[src/design/wps_pkg.sv]
// ----------------------------------------------------------------------------
// wps_pkg
// Shared types, constants and symbol coding for the wildcard pattern search.
// ----------------------------------------------------------------------------
package wps_pkg;

  localparam int PATTERN_LEN = 16;
  localparam int TEXT_LIMIT  = 65536;
  localparam int MATCH_LIMIT = 1024;

  localparam int SYM_W    = 5;
  localparam int BYTE_W   = 8;
  localparam int MODE_W   = 2;
  localparam int INDEX_W  = 4;
  localparam int POS_W    = 16;
  localparam int COUNT_W  = 11;

  localparam logic [SYM_W-1:0]  WILDCARD = 5'h1f;
  localparam logic [BYTE_W-1:0] QMARK    = 8'h3f;
  localparam logic [BYTE_W-1:0] BACKTICK = 8'h60;

  typedef enum logic [MODE_W-1:0] {
    MODE_PATTERN = 2'd0,
    MODE_TEXT    = 2'd1,
    MODE_EOT     = 2'd2
  } mode_e;

  localparam logic KIND_MATCH = 1'b0;
  localparam logic KIND_COUNT = 1'b1;

  // Byte to 5-bit symbol; '?' becomes the wildcard.
  function automatic logic [SYM_W-1:0] encode(input logic [BYTE_W-1:0] b);
    logic [BYTE_W-1:0] diff;
    diff = b - BACKTICK;
    if (b == QMARK) begin
      return WILDCARD;
    end
    return diff[SYM_W-1:0];
  endfunction

endpackage

[src/design/wps_match.sv]
// ----------------------------------------------------------------------------
// wps_match
// Parallel compare of the window against the pattern, wildcards match all.
// ----------------------------------------------------------------------------
module wps_match
  import wps_pkg::*;
#(
  parameter int PatternLen = PATTERN_LEN
) (
  input  logic [PatternLen-1:0][SYM_W-1:0] pattern_i,
  input  logic [PatternLen-1:0][SYM_W-1:0] window_i,
  output logic                             hit_o
);

  logic [PatternLen-1:0] lane_ok;

  always_comb begin
    for (int i = 0; i < PatternLen; i++) begin
      lane_ok[i] = (pattern_i[i] == WILDCARD) || (pattern_i[i] == window_i[i]);
    end
  end

  assign hit_o = &lane_ok;

endmodule

[src/design/wildcard_pattern_search.sv]
// ----------------------------------------------------------------------------
// wildcard_pattern_search
// Flow: an item is held in the input register, then its result lands in the
// result register. Throughput: one pattern or text item per cycle while the
// result side does not stall, set by the single-pass window compare; an
// end-of-text item is held for its padding flush (one padding shift per
// cycle, then the count). Reset: pattern and window all wildcard,
// counters and flags cleared, both registers empty.
// ----------------------------------------------------------------------------
module wildcard_pattern_search
  import wps_pkg::*;
#(
  parameter int PatternLen = PATTERN_LEN,
  parameter int TextLimit  = TEXT_LIMIT,
  parameter int MatchLimit = MATCH_LIMIT
) (
  input  logic               clk_i,
  input  logic               rst_ni,
  // input channel
  input  logic               in_valid_i,
  output logic               in_stall_o,
  input  logic [MODE_W-1:0]  mode_i,
  input  logic [INDEX_W-1:0] pattern_index_i,
  input  logic [BYTE_W-1:0]  symbol_i,
  // result channel
  output logic               out_valid_o,
  input  logic               out_stall_i,
  output logic               kind_o,
  output logic [POS_W-1:0]   position_o,
  output logic [COUNT_W-1:0] match_count_o,
  output logic               truncated_o,
  output logic               last_o
);

  localparam int LenW  = $clog2(TextLimit + 1);
  localparam int CntW  = $clog2(MatchLimit + 1);
  localparam int SumW  = LenW + 7;
  localparam int StepW = (PatternLen > 1) ? $clog2(PatternLen) : 1;

  // Input register: holds the item under work.
  logic               it_valid_q;
  logic [MODE_W-1:0]  it_mode_q;
  logic [INDEX_W-1:0] it_idx_q;
  logic [BYTE_W-1:0]  it_sym_q;

  // Search state.
  logic [PatternLen-1:0][SYM_W-1:0] pat_q, pat_d;
  logic [PatternLen-1:0][SYM_W-1:0] win_q, win_d, win_sh;
  logic [LenW-1:0]                  len_q, len_d;
  logic [CntW-1:0]                  found_q, found_d;
  logic                             ovf_q, ovf_d;
  logic [StepW-1:0]                 step_q, step_d;

  // Result register.
  logic               out_valid_q, out_valid_d;
  logic               res_kind_q, res_kind_d;
  logic [POS_W-1:0]   res_pos_q, res_pos_d;
  logic [COUNT_W-1:0] res_cnt_q, res_cnt_d;
  logic               res_trunc_q, res_trunc_d;
  logic               res_last_q, res_last_d;

  logic             out_free, fire, it_done, step_last, hit, report, in_accept;
  logic [SYM_W-1:0] shift_sym;
  logic [SumW-1:0]  offset, sum;

  // The result register frees up in the same cycle its transfer completes.
  assign out_free  = !out_valid_q || !out_stall_i;
  assign fire      = it_valid_q && out_free;
  assign step_last = (step_q == StepW'(PatternLen - 1));
  // An end-of-text item stays until its count result is loaded into the result register.
  assign it_done    = fire && ((it_mode_q != MODE_EOT) || step_last);
  assign in_stall_o = it_valid_q && !it_done;
  assign in_accept  = in_valid_i && !in_stall_o;

  // Window after one shift: a text symbol, or padding during the flush.
  assign shift_sym = (it_mode_q == MODE_TEXT) ? encode(it_sym_q) : WILDCARD;

  always_comb begin
    for (int i = 0; i < PatternLen; i++) begin
      win_sh[i] = (i < PatternLen - 1) ? win_q[(i + 1) % PatternLen] : shift_sym;
    end
  end

  wps_match #(
    .PatternLen(PatternLen)
  ) u_match (
    .pattern_i(pat_q),
    .window_i (win_sh),
    .hit_o    (hit)
  );

  // Symbols shifted so far after this step; the window start is that minus
  // the pattern length, and it lies inside the text whenever it is not
  // negative.
  assign offset = (it_mode_q == MODE_TEXT) ? SumW'(1) : (SumW'(step_q) + SumW'(1));
  assign sum    = SumW'(len_q) + offset;
  assign report = hit && (sum >= SumW'(PatternLen)) && (found_q < CntW'(MatchLimit));

  always_comb begin
    pat_d       = pat_q;
    win_d       = win_q;
    len_d       = len_q;
    found_d     = found_q;
    ovf_d       = ovf_q;
    step_d      = step_q;
    out_valid_d = out_valid_q && out_stall_i;
    res_kind_d  = res_kind_q;
    res_pos_d   = res_pos_q;
    res_cnt_d   = res_cnt_q;
    res_trunc_d = res_trunc_q;
    res_last_d  = res_last_q;

    if (fire) begin
      unique case (it_mode_q)
        MODE_PATTERN: begin
          // Positions past the pattern length are left alone.
          for (int i = 0; i < PatternLen; i++) begin
            if (int'(it_idx_q) == i) begin
              pat_d[i] = encode(it_sym_q);
            end
          end
        end
        MODE_TEXT: begin
          if (len_q >= LenW'(TextLimit)) begin
            ovf_d = 1'b1;
          end else begin
            win_d = win_sh;
            len_d = len_q + LenW'(1);
            if (report) begin
              found_d     = found_q + CntW'(1);
              out_valid_d = 1'b1;
              res_kind_d  = KIND_MATCH;
              res_pos_d   = POS_W'(sum - SumW'(PatternLen));
              res_cnt_d   = '0;
              res_trunc_d = 1'b0;
              res_last_d  = 1'b1;
            end
          end
        end
        MODE_EOT: begin
          if (!step_last) begin
            // Flush one padding symbol.
            win_d  = win_sh;
            step_d = step_q + StepW'(1);
            if (report) begin
              found_d     = found_q + CntW'(1);
              out_valid_d = 1'b1;
              res_kind_d  = KIND_MATCH;
              res_pos_d   = POS_W'(sum - SumW'(PatternLen));
              res_cnt_d   = '0;
              res_trunc_d = 1'b0;
              res_last_d  = 1'b0;
            end
          end else begin
            // Send the count and drop the per-text state; keep the pattern.
            out_valid_d = 1'b1;
            res_kind_d  = KIND_COUNT;
            res_pos_d   = '0;
            res_cnt_d   = COUNT_W'(found_q);
            res_trunc_d = ovf_q;
            res_last_d  = 1'b1;
            win_d       = {PatternLen{WILDCARD}};
            len_d       = '0;
            found_d     = '0;
            ovf_d       = 1'b0;
            step_d      = '0;
          end
        end
        default: begin
        end
      endcase
    end
  end

  always_ff @(posedge clk_i or negedge rst_ni) begin
    if (!rst_ni) begin
      it_valid_q  <= 1'b0;
      pat_q       <= {PatternLen{WILDCARD}};
      win_q       <= {PatternLen{WILDCARD}};
      len_q       <= '0;
      found_q     <= '0;
      ovf_q       <= 1'b0;
      step_q      <= '0;
      out_valid_q <= 1'b0;
    end else begin
      if (in_accept) begin
        it_valid_q <= 1'b1;
      end else if (it_done) begin
        it_valid_q <= 1'b0;
      end
      pat_q       <= pat_d;
      win_q       <= win_d;
      len_q       <= len_d;
      found_q     <= found_d;
      ovf_q       <= ovf_d;
      step_q      <= step_d;
      out_valid_q <= out_valid_d;
    end
  end

  // Payload registers, no reset needed.
  always_ff @(posedge clk_i) begin
    if (in_accept) begin
      it_mode_q <= mode_i;
      it_idx_q  <= pattern_index_i;
      it_sym_q  <= symbol_i;
    end
    res_kind_q  <= res_kind_d;
    res_pos_q   <= res_pos_d;
    res_cnt_q   <= res_cnt_d;
    res_trunc_q <= res_trunc_d;
    res_last_q  <= res_last_d;
  end

  assign out_valid_o   = out_valid_q;
  assign kind_o        = res_kind_q;
  assign position_o    = res_pos_q;
  assign match_count_o = res_cnt_q;
  assign truncated_o   = res_trunc_q;
  assign last_o        = res_last_q;

  // Match counter saturates at the limit.
  a_found_bound : assert property (@(posedge clk_i) disable iff (!rst_ni)
    found_q <= CntW'(MatchLimit))
    else $error("match counter past limit");

  // Text length never runs past the limit.
  a_len_bound : assert property (@(posedge clk_i) disable iff (!rst_ni)
    len_q <= LenW'(TextLimit))
    else $error("text length past limit");

  // Flush steps only run while an end-of-text item is held.
  a_step_owner : assert property (@(posedge clk_i) disable iff (!rst_ni)
    (step_q != '0) |-> (it_valid_q && (it_mode_q == MODE_EOT)))
    else $error("flush step without end-of-text item");

  // A count result always closes the run.
  a_count_last : assert property (@(posedge clk_i) disable iff (!rst_ni)
    (out_valid_q && (res_kind_q == KIND_COUNT)) |-> res_last_q)
    else $error("count result without last");

  // Ending a run clears the per-text state.
  a_eot_clear : assert property (@(posedge clk_i) disable iff (!rst_ni)
    (fire && (it_mode_q == MODE_EOT) && step_last) |=> ((len_q == '0) && (found_q == '0)))
    else $error("per-text state not cleared");

endmodule

[config.mk]
export PLATFORM = sky130hd
export DESIGN_NAME = wildcard_pattern_search
export DESIGN_NICKNAME = d
export VERILOG_FILES = /design/src/design/wps_pkg.sv /design/src/design/wps_match.sv /design/src/design/wildcard_pattern_search.sv
export SDC_FILE = /design/constraint.sdc
export NUM_CORES = 1
export LEC_CHECK = 0
export BUFFER_PORTS_ARGS = -buffer_cell sky130_fd_sc_hd__buf_2
export CAP_MARGIN = 20
export CORE_MARGIN = 2
export CORE_UTILIZATION = 35
export DETAILED_ROUTE_END_ITERATION = 6
export GPL_TIMING_DRIVEN = 0
export MAX_ROUTING_LAYER = met4
export PLACE_DENSITY = 0.52
export RECOVER_POWER = 25
export REMOVE_ABC_BUFFERS = 1
export SYNTH_ARGS = -nofsm -noshare
export SYNTH_HDL_FRONTEND = slang
export SYNTH_SLANG_ARGS = --single-unit
[constraint.sdc]
create_clock -name clk_i -period 5.68 [get_ports clk_i]
set_clock_uncertainty 0.2 [all_clocks]
set_input_delay 0.284 -clock clk_i [delete_from_list [all_inputs] [get_ports clk_i]]
set_output_delay 0.284 -clock clk_i [all_outputs]
set_load 0.02 [all_outputs]
==> results of run 1 <==
## flip-flops by register name, summed over array words and instances, names as in the netlist
| signal | count |
|---|---|
| it_sym_q | 5 |
| pat_q | 80 |
| kind_o | 1 |
| match_count_o | 11 |
| win_q | 75 |
| position_o | 16 |
| ovf_q | 1 |
| it_valid_q | 1 |
| found_q | 11 |
| len_q | 17 |
| it_idx_q | 4 |
| truncated_o | 1 |
| last_o | 1 |
| step_q | 4 |
| it_mode_q | 2 |
| out_valid_o | 1 |
## critical path, delay by kind of cell (launching register included)
family / cells / cell delay (ns)
buffers and inverters: 4 / 0.54
adders and majority gates: 4 / 1.34
xor gates and xnor gates: 1 / 0.29
DFF: 1 / 0.39
and+or+nand+nor: 6 / 1.34
AOI/OAI and AO/OA: 3 / 0.54
## metrics by stage
| step | instance area (um2) | power (W) | setup TNS (ns) |
|---|---|---|---|
| after floorplan | 11880 | 0.003654 | -42.16 |
| after global placement | 12680 | 0.004080 | -337.83 |
| after detailed placement | 12940 | 0.004103 | 0 |
| after CTS | 14000 | 0.005909 | 0 |
| after global routing | 13970 | 0.006214 | 0 |
| final | 13970 | 0.005827 | 0 |
## layout make-up
type	count	area, um2
Clock buffer	40	828.3
Clock inverter	12	86.33
Fill cell	3465	20400
Inverter	23	86.33
Multi-Input combinational cell	885	5632
Sequential cell	231	6180
Tap cell	455	569.3
Timing Repair Buffer	72	591.8
## Yosys cell counts, drive strengths merged, types with 6 or more instances
| library cell | n | area [um2] |
|---|---|---|
| a21o | 6 | 45.04 |
| a21oi | 46 | 234.0 |
| a31oi | 21 | 131.4 |
| a32oi | 9 | 78.83 |
| and3 | 10 | 67.56 |
| and4 | 6 | 55.05 |
| buf | 17 | 108.9 |
| clkbuf | 49 | 183.9 |
| dfrtp | 35 | 875.8 |
| dfstp | 155 | 4073 |
| edfxtp | 41 | 1231 |
| ha | 14 | 175.2 |
| inv | 23 | 86.33 |
| mux2 | 80 | 900.9 |
| nand2 | 152 | 575.6 |
| nand2b | 10 | 62.56 |
| nand3 | 41 | 210.2 |
| nand4 | 19 | 118.9 |
| nor2 | 126 | 473.0 |
| nor3 | 23 | 115.1 |
| nor3b | 7 | 52.55 |
| nor4 | 31 | 200.2 |
| o21ai | 118 | 620.6 |
| o31ai | 6 | 50.05 |
| or3 | 6 | 37.54 |
| xnor2 | 37 | 324.1 |
| xor2 | 61 | 534.3 |
## how the worst min path moves through the flow
stage,start,endpoint,slack [ns],cells after the start
6_report,pattern_index_i[0],it_idx_q[0]$_DFFE_PP_,0.25,2
5_1_grt,pattern_index_i[1],it_idx_q[1]$_DFFE_PP_,0.26,2
4_1_cts,rst_ni,len_q[11]$_DFFE_PN0P_,0.15,2
3_5_place_dp,rst_ni,len_q[11]$_DFFE_PN0P_,0.13,1
3_3_place_gp,mode_i[1],it_mode_q[1]$_DFFE_PP_,0.26,1
2_1_floorplan,rst_ni,found_q[0]$_DFFE_PN0P_,-0.21,0
## power groups by stage
| stage | registers (W) | clock network (W) | logic (W) |
|---|---|---|---|
| final | 0.00263 | 0.00175 | 0.00144 |
| after global placement | 0.00266 | 0 | 0.00142 |
| after CTS | 0.00264 | 0.00181 | 0.00146 |
| after floorplan | 0.00255 | 0 | 0.00111 |
| after detailed placement | 0.00266 | 0 | 0.00144 |
| after global routing | 0.00270 | 0.00187 | 0.00164 |
## metal layers
metal | part of all wire [%] | up-vias | track usage, % | routed length [um]
li1 | - | 4351 | - | -
met1 | 50 | 4262 | 24.37 | 14710
met2 | 45 | 117 | 26.41 | 13430
met3 | 2.8 | 36 | 2.024 | 827
met4 | 2.5 | 0 | 4.174 | 739
met5 | 0 | - | - | 0
## cells by family after synthesis
family                   Yosys count
AO/OA/AOI/OAI                    237
XOR/XNOR                          98
adder cells (fa/ha/maj)           15
buffers and inverters             89
flip-flops                       231
multiplexers                      81
AND/OR/NAND/NOR                  454
## timing repair
| action | CTS | global route |
|---|---|---|
| hold buffers | 14 | 0 |
| hold endpoints to repair | 31 | 0 |
| buffers inserted | 0 | 0 |
==> report_table.html, run 1 <==
<table>
<tr><th>Metric</th><th>Value</th></tr>
<tr><th colspan="2">Power and ir drop</th></tr>
<tr><td>Proportion of power drawn by flip-flops and latches</td><td>45.2%</td></tr>
<tr><td>Clock network power share</td><td>30.1%</td></tr>
<tr><td>Lkg Pwr</td><td>5.462 nW</td></tr>
<tr><td>Peak VDD IR</td><td>0.2376 mV</td></tr>
<tr><td>Internal power</td><td>0.003954 W</td></tr>
<tr><td>Switching power share of the total</td><td>32.14%</td></tr>
<tr><td>Portion of total power attributed to combinational logic</td><td>24.7%</td></tr>
<tr><td>Cell area power density</td><td>417.0 nW/um2</td></tr>
<tr><td>Switching power</td><td>0.001873 W</td></tr>
<tr><th colspan="2">Place</th></tr>
<tr><td>Count of input and output buffers</td><td>46</td></tr>
<tr><td>Final estimated routing congestion in global placement</td><td>0.8261</td></tr>
<tr><td>Worst setup slack after placement</td><td>0.7753 ns</td></tr>
<tr><td>Number of placed cells counting well taps</td><td>1,652</td></tr>
<tr><td>DPL Wire Length</td><td>19,780 um</td></tr>
<tr><th colspan="2">CTS</th></tr>
<tr><td>Buffer type at the clock tree root</td><td>sky130_fd_sc_hd__clkbuf_16</td></tr>
<tr><td>Maximum root-to-sink buffer count</td><td>3</td></tr>
<tr><td>Clock sink total</td><td>231</td></tr>
<tr><td>Num CTS Buffers</td><td>28</td></tr>
<tr><td>CTS tree</td><td>done</td></tr>
<tr><td>Worst-Skew Late Latency</td><td>0.54 ns</td></tr>
<tr><td>Worst-path clk slew</td><td>0.06 ns</td></tr>
<tr><td>Cts repair resizes</td><td>0</td></tr>
<tr><td>Deepest level of the CTS H-tree</td><td>1</td></tr>
<tr><th colspan="2">Critical path</th></tr>
<tr><td>CP endpoint kind</td><td>register</td></tr>
<tr><td>Reg-to-reg endpoint</td><td>position_o[13]$_DFFE_PP_</td></tr>
<tr><td>Reg2reg path depth</td><td>18</td></tr>
<tr><td>Crit path from</td><td>it_mode_q[1]$_DFFE_PP_</td></tr>
<tr><td>Required time at the endpoint of the critical path</td><td>5.75 ns</td></tr>
<tr><td>Slowest stage delay, CP</td><td>0.70 ns</td></tr>
<tr><td>Source of the worst register-to-register timing path</td><td>it_mode_q[1]$_DFFE_PP_</td></tr>
<tr><td>Cell-by-cell listing of the critical path</td><td>inv_1 &gt; ha_1 &gt; nand2b_1 &gt; ha_1 &gt; inv_1 &gt; fa_1 &gt; nand2b_1 &gt; a21oi_1 &gt; xnor2_1 &gt; inv_1 &gt; ha_1 &gt; nand2_1 &gt; nor4_1 &gt; a2111oi_2 &gt; nor4b_4 &gt; buf_8 &gt; or4b_1 &gt; a21oi_1</td></tr>
<tr><td>Startpoint class of the critical path</td><td>register</td></tr>
<tr><td>Worst setup slack for register-to-register paths</td><td>0.76 ns</td></tr>
<tr><td>Slowest stage cell, crit path</td><td>sky130_fd_sc_hd__nor4b_4</td></tr>
<tr><td>Worst setup path end</td><td>position_o[13]$_DFFE_PP_</td></tr>
<tr><td>Start-to-end type of the worst setup path</td><td>reg -&gt; reg</td></tr>
<tr><td>Worst Path Arrival</td><td>4.99 ns</td></tr>
<tr><td>Worst Path Max Fanout</td><td>17</td></tr>
<tr><th colspan="2">Yosys</th></tr>
<tr><td>Post-synthesis cell type count</td><td>75</td></tr>
<tr><td>EDFF count, synth</td><td>41</td></tr>
<tr><td>Post-synthesis adder-cell area fraction</td><td>1.603%</td></tr>
<tr><td>Commonest register cell after synthesis</td><td>sky130_fd_sc_hd__dfstp_2</td></tr>
<tr><td>Dominant combinational cell family by area after synthesis</td><td>simple AND/OR/NAND/NOR gates</td></tr>
<tr><td>Fraction of registers with async set or reset after synthesis</td><td>82.25%</td></tr>
<tr><td>Post-synthesis instance area</td><td>12,180 um2</td></tr>
<tr><td>XOR/XNOR Fraction of Synth Area</td><td>7.049%</td></tr>
<tr><td>Number of standard cells after synthesis</td><td>1,205</td></tr>
<tr><td>Area fraction in and, or, nand and nor cells after synthesis</td><td>17.80%</td></tr>
<tr><td>Seq/Total Area, Yosys</td><td>50.75%</td></tr>
<tr><td>Area fraction in compound gates after synthesis</td><td>12.21%</td></tr>
<tr><td>Multiplexer share of the synthesized area</td><td>7.480%</td></tr>
<tr><td>Mean instance size in the synthesized netlist</td><td>10.11 um2</td></tr>
<tr><td>Number of storage elements in the synthesis netlist</td><td>231</td></tr>
<tr><td>Number of synthesis warnings</td><td>0</td></tr>
<tr><th colspan="2">Floorplan</th></tr>
<tr><td>Initial core utilization</td><td>35.43%</td></tr>
<tr><td>I/O pin cnt</td><td>50</td></tr>
<tr><td>Number of core rows</td><td>68</td></tr>
<tr><td>Overall die area</td><td>36,300 um2</td></tr>
<tr><td>Area of the placeable core</td><td>34,370 um2</td></tr>
<tr><td>Die span in x</td><td>190.5 um</td></tr>
<tr><td>DIE HEIGHT</td><td>190.5 um</td></tr>
<tr><th colspan="2">Global route</th></tr>
<tr><td>Wire length of the first global-routing pass</td><td>48,600 um</td></tr>
<tr><td>Congestion Overflow GR</td><td>0</td></tr>
<tr><td>Global-route total usage across every layer</td><td>17.23%</td></tr>
<tr><td>Number of global-route vias before repair</td><td>8,777</td></tr>
<tr><td>Maximum number of pins on one net before global-route repair</td><td>98</td></tr>
<tr><td>Number of antenna violations at the first check in global routing</td><td>0</td></tr>
<tr><th colspan="2">Detailed routing</th></tr>
<tr><td>Via count</td><td>8,766</td></tr>
<tr><td>DRC errors left</td><td>0</td></tr>
<tr><td>Vias per inst</td><td>5.102</td></tr>
<tr><td>Final routed wire length divided by cell count</td><td>17.29 um</td></tr>
<tr><td>Number of search-and-repair iterations in the first detailed-routing pass</td><td>4</td></tr>
<tr><td>Total wire length</td><td>29,710 um</td></tr>
<tr><td>Antenna-violating nets left</td><td>0</td></tr>
<tr><td>Count of routing violations after the opening detailed-route iteration</td><td>406</td></tr>
<tr><th colspan="2">Status</th></tr>
<tr><td>Result of the run</td><td>finished, violations left</td></tr>
<tr><td>Violated checks</td><td>capacitance limit, slew limit</td></tr>
<tr><th colspan="2">Timing</th></tr>
<tr><td>Final setup violating endpoints</td><td>0</td></tr>
<tr><td>Min setup slack post-route</td><td>0.7646 ns</td></tr>
<tr><td>Tmin final</td><td>4.915 ns</td></tr>
<tr><td>FMAX</td><td>0.2034 GHz</td></tr>
<tr><td>RSZ-0062 raised after global routing</td><td>no</td></tr>
<tr><td>Max-slew violation total from the final report</td><td>94</td></tr>
<tr><td>Headroom to the max-slew limit</td><td>-179.3%</td></tr>
<tr><td>Slew at the pin closest to its max-slew limit</td><td>4.190 ns</td></tr>
<tr><td>Final hold slack</td><td>0.2544 ns</td></tr>
<tr><td>Count of endpoints failing hold in the final timing report</td><td>0</td></tr>
<tr><td>Period utilisation layout</td><td>86.54%</td></tr>
<tr><th colspan="2">Final layout</th></tr>
<tr><td>Antenna cell count</td><td>0</td></tr>
<tr><td>Most frequent standard cell in the layout excluding fill and tap cells</td><td>sky130_fd_sc_hd__dfstp_2</td></tr>
<tr><td>Post-layout net count</td><td>1,274</td></tr>
<tr><td>Final cell utilization of the core</td><td>40.65%</td></tr>
<tr><td>Fraction of layout cells with a size suffix above 1</td><td>27.87%</td></tr>
<tr><td>Leading cell types in the layout, fill and taps excluded</td><td>155 x sky130_fd_sc_hd__dfstp_2, 149 x sky130_fd_sc_hd__nand2_1, 126 x sky130_fd_sc_hd__nor2_1, 81 x sky130_fd_sc_hd__o21ai_0, 80 x sky130_fd_sc_hd__mux2_2</td></tr>
<tr><td>Layout-stage area growth over the synthesis result</td><td>14.76%</td></tr>
<tr><td>Final std cells w/o fill</td><td>1,718</td></tr>
<tr><th colspan="2">Min path</th></tr>
<tr><td>Min-delay worst type</td><td>in -&gt; reg</td></tr>
<tr><th colspan="2">Flow run</th></tr>
<tr><td>Max-cap check violation count</td><td>1</td></tr>
</table>
Power figures use the tool's default switching activity.
==> run 2, diff against run 1 <==
- CELL_PAD_IN_SITES_DETAIL_PLACEMENT: unset -> 0
- CELL_PAD_IN_SITES_GLOBAL_PLACEMENT: unset -> 2
- PLACE_DENSITY: 0.52 -> 0.72
- clock period: 5.68 -> 4.7 ns (I/O delays scaled with it)
==> report_table.html, run 2 (synthesized netlist as in run 1, its figures left out) <==
<table>
<tr><th>Metric</th><th>Value</th></tr>
<tr><th colspan="2">CTS</th></tr>
<tr><td>Worst-Skew Late Latency</td><td>0.55 ns (about the same)</td></tr>
<tr><td>Clock sink total</td><td>231 (unchanged)</td></tr>
<tr><td>Deepest level of the CTS H-tree</td><td>1 (unchanged)</td></tr>
<tr><td>Buffer type at the clock tree root</td><td>sky130_fd_sc_hd__clkbuf_16</td></tr>
<tr><td>Maximum root-to-sink buffer count</td><td>3 (unchanged)</td></tr>
<tr><td>Worst-path clk slew</td><td>0.06 ns (about the same)</td></tr>
<tr><td>Num CTS Buffers</td><td>28 (unchanged)</td></tr>
<tr><td>CTS tree</td><td>done</td></tr>
<tr><th colspan="2">Place</th></tr>
<tr><td>Worst setup slack after placement</td><td>-0.5262 ns (-1.301 ns)</td></tr>
<tr><td>Final estimated routing congestion in global placement</td><td>0.8021 (-2.9%)</td></tr>
<tr><td>Placed Area</td><td>12,930 um2 (about the same)</td></tr>
<tr><td>Number of placed cells counting well taps</td><td>1,653 (+0.061%)</td></tr>
<tr><td>DPL Wire Length</td><td>20,630 um (+4.3%)</td></tr>
<tr><td>Count of input and output buffers</td><td>46 (unchanged)</td></tr>
<tr><th colspan="2">Detailed routing</th></tr>
<tr><td>DRC errors left</td><td>0 (unchanged)</td></tr>
<tr><td>Number of search-and-repair iterations in the first detailed-routing pass</td><td>5 (+1)</td></tr>
<tr><td>Final routed wire length divided by cell count</td><td>17.89 um (+3.5%)</td></tr>
<tr><td>Via count</td><td>8,829 (+0.72%)</td></tr>
<tr><td>Count of routing violations after the opening detailed-route iteration</td><td>489 (+20%)</td></tr>
<tr><td>Vias per inst</td><td>5.121 (+0.37%)</td></tr>
<tr><td>Total wire length</td><td>30,850 um (+3.8%)</td></tr>
<tr><td>Antenna-violating nets left</td><td>0 (unchanged)</td></tr>
<tr><th colspan="2">Final layout</th></tr>
<tr><td>Most flops, register</td><td>pat_q</td></tr>
<tr><td>Leading cell types in the layout, fill and taps excluded</td><td>155 x sky130_fd_sc_hd__dfstp_2, 149 x sky130_fd_sc_hd__nand2_1, 126 x sky130_fd_sc_hd__nor2_1, 81 x sky130_fd_sc_hd__o21ai_0, 80 x sky130_fd_sc_hd__mux2_2</td></tr>
<tr><td>Antenna cell count</td><td>0 (unchanged)</td></tr>
<tr><td>Design Area, Final</td><td>14,030 um2 (+0.41%)</td></tr>
<tr><td>Post-layout net count</td><td>1,280 (+0.47%)</td></tr>
<tr><td>Number of flip-flops in the largest register</td><td>80 (unchanged)</td></tr>
<tr><td>Top Registers</td><td>pat_q x80, win_q x75, len_q x17</td></tr>
<tr><td>Fraction of layout cells with a size suffix above 1</td><td>29.39% (+1.5 points)</td></tr>
<tr><td>Most frequent standard cell in the layout excluding fill and tap cells</td><td>sky130_fd_sc_hd__dfstp_2</td></tr>
<tr><td>Final cell utilization of the core</td><td>40.82% (+0.17 points)</td></tr>
<tr><td>Final std cells w/o fill</td><td>1,724 (+0.35%)</td></tr>
<tr><td>Layout-stage area growth over the synthesis result</td><td>15.23%</td></tr>
<tr><th colspan="2">Power and ir drop</th></tr>
<tr><td>Total power draw</td><td>0.007122 W (+22%)</td></tr>
<tr><td>Cell area power density</td><td>507.6 nW/um2 (+22%)</td></tr>
<tr><td>Peak VDD IR</td><td>0.2951 mV (+24%)</td></tr>
<tr><td>Lkg Pwr</td><td>5.502 nW (+0.75%)</td></tr>
<tr><th colspan="2">Floorplan</th></tr>
<tr><td>Initial core utilization</td><td>35.43% (unchanged)</td></tr>
<tr><td>Number of core rows</td><td>68 (unchanged)</td></tr>
<tr><td>Die span in x</td><td>190.5 um (unchanged)</td></tr>
<tr><td>Overall die area</td><td>36,300 um2 (unchanged)</td></tr>
<tr><td>I/O pin cnt</td><td>50 (unchanged)</td></tr>
<tr><td>Area of the placeable core</td><td>34,370 um2 (unchanged)</td></tr>
<tr><td>DIE HEIGHT</td><td>190.5 um (unchanged)</td></tr>
<tr><th colspan="2">Status</th></tr>
<tr><td>Result of the run</td><td>finished, violations left</td></tr>
<tr><td>Violated checks</td><td>capacitance limit, slew limit</td></tr>
<tr><th colspan="2">Timing</th></tr>
<tr><td>Count of endpoints failing hold in the final timing report</td><td>0 (unchanged)</td></tr>
<tr><td>Period utilisation layout</td><td>91.74% (+5.2 points)</td></tr>
<tr><td>Max-slew violation total from the final report</td><td>93 (-1.1%)</td></tr>
<tr><td>Headroom to the max-slew limit</td><td>-57.78% (+120 points)</td></tr>
<tr><td>Slew at the pin closest to its max-slew limit</td><td>2.367 ns (-1.823 ns)</td></tr>
<tr><td>Tmin final</td><td>4.312 ns (-0.6035 ns)</td></tr>
<tr><td>FMAX</td><td>0.2319 GHz (+14%)</td></tr>
<tr><td>Final setup violating endpoints</td><td>0 (unchanged)</td></tr>
<tr><td>RSZ-0062 raised after global routing</td><td>no</td></tr>
<tr><td>Min setup slack post-route</td><td>0.3881 ns (-0.3765 ns)</td></tr>
<tr><th colspan="2">Critical path</th></tr>
<tr><td>CP endpoint kind</td><td>register</td></tr>
<tr><td>Worst Path Max Fanout</td><td>14 (-3)</td></tr>
<tr><td>Required time at the endpoint of the critical path</td><td>4.81 ns (-0.94 ns)</td></tr>
<tr><td>Worst Path Arrival</td><td>4.42 ns (-0.57 ns)</td></tr>
<tr><td>Startpoint class of the critical path</td><td>register</td></tr>
<tr><td>Start-to-end type of the worst setup path</td><td>reg -&gt; reg</td></tr>
<tr><th colspan="2">Flow run</th></tr>
<tr><td>Max-cap check violation count</td><td>1 (unchanged)</td></tr>
<tr><th colspan="2">Global route</th></tr>
<tr><td>Number of global-route vias before repair</td><td>8,780 (+0.034%)</td></tr>
<tr><td>Wire length of the first global-routing pass</td><td>50,340 um (+3.6%)</td></tr>
<tr><td>Maximum number of pins on one net before global-route repair</td><td>100 (+2.0%)</td></tr>
<tr><td>Congestion Overflow GR</td><td>0 (unchanged)</td></tr>
<tr><td>Global-route total usage across every layer</td><td>17.90% (+0.67 points)</td></tr>
<tr><td>Number of antenna violations at the first check in global routing</td><td>0 (unchanged)</td></tr>
<tr><th colspan="2">Min path</th></tr>
<tr><td>Min-delay worst type</td><td>in -&gt; reg</td></tr>
</table>
run 2: changes by cell type in the layout (fill, tap and decap cells not counted), moves of 3 or more:
cell,before,now
sky130_fd_sc_hd__buf_2,28,41
sky130_fd_sc_hd__clkbuf_1,23,8
sky130_fd_sc_hd__buf_8,7,10
sky130_fd_sc_hd__clkinv_1,2,6
sky130_fd_sc_hd__buf_4,0,4
sky130_fd_sc_hd__buf_16,4,1
sky130_fd_sc_hd__clkinv_2,8,4
run 2: repair_timing:
action / CTS / global route
setup endpoints to repair: 41 / 37
buffers inserted: 1 / 3
hold endpoints to repair: 105 / 0
hold buffers: 15 / 0
resized for setup: 3 / 2
run 2: power breakdown:
group,total [W],leakage (nW),switching (W),internal [W]
clock network,0.00215,0.454,0.000861,0.00128
logic,0.00179,2.64,0.00100,0.000786
registers,0.00318,2.40,0.000461,0.00272
run 2: worst paths after layout:
check | from | endpoint | slack [ns] | depth (start not counted)
hold reg to reg | win_q[6]$_DFFE_PN1P_ | win_q[6]$_DFFE_PN1P_ | 0.29 | 2
max in group asynchronous | rst_ni | found_q[8]$_DFFE_PN0P_ | 1.19 | 3
setup / recovery | it_mode_q[1]$_DFFE_PP_ | last_o$_SDFFCE_PN1P_ | 0.39 | 17
min in group asynchronous | rst_ni | found_q[5]$_DFFE_PN0P_ | 0.70 | 2
setup reg to reg | it_mode_q[1]$_DFFE_PP_ | last_o$_SDFFCE_PN1P_ | 0.39 | 17
hold / removal | symbol_i[2] | it_sym_q[2]$_DFFE_PP_ | 0.19 | 2
run 2: area by class of cell:
type | instances | area, um2
clock inverters | 13 | 88.84
repair buffers | 78 | 610.6
well taps | 455 | 569.3
flip-flops and latches | 231 | 6180
inverters | 23 | 86.33
multi-input cells | 885 | 5662
fillers | 3418 | 20340
clock buffers | 39 | 834.6
run 2: worst max-delay path, cell delays in order (launching register included):
cell and delay [ns]:
sky130_fd_sc_hd__edfxtp_1 0.39, sky130_fd_sc_hd__inv_1 0.13, sky130_fd_sc_hd__ha_4 0.18, sky130_fd_sc_hd__nand2b_1 0.12
sky130_fd_sc_hd__ha_1 0.20, sky130_fd_sc_hd__inv_1 0.06, sky130_fd_sc_hd__fa_1 0.42, sky130_fd_sc_hd__nand2b_1 0.20
sky130_fd_sc_hd__a21oi_1 0.22, sky130_fd_sc_hd__xnor2_2 0.21, sky130_fd_sc_hd__inv_1 0.12, sky130_fd_sc_hd__ha_1 0.20
sky130_fd_sc_hd__nand2_1 0.08, sky130_fd_sc_hd__nor4_2 0.06, sky130_fd_sc_hd__a2111oi_2 0.35, sky130_fd_sc_hd__or4b_4 0.65
sky130_fd_sc_hd__a21oi_1 0.18, sky130_fd_sc_hd__o31ai_1 0.10
run 2: metal layers:
metal	share of wire [%]	wire (um)	global-route usage (%)	vias to the layer above
met2	44	13710	26.66	127
met4	1.7	519	3.459	0
met1	51	15600	26.13	4304
met5	0	0	-	-
met3	3.3	1017	2.392	32
li1	-	-	-	4366
run 2: per-stage QoR:
stage / TNS (ns) / hold slack, ns
4_1_cts: 0 / 0.1381
3_5_place_dp: -10.95 / 0.1104
2_1_floorplan: -104.52 / -0.2606
6_report: 0 / 0.1915
3_3_place_gp: -540.03 / 0.2133
5_1_grt: 0 / 0.1865
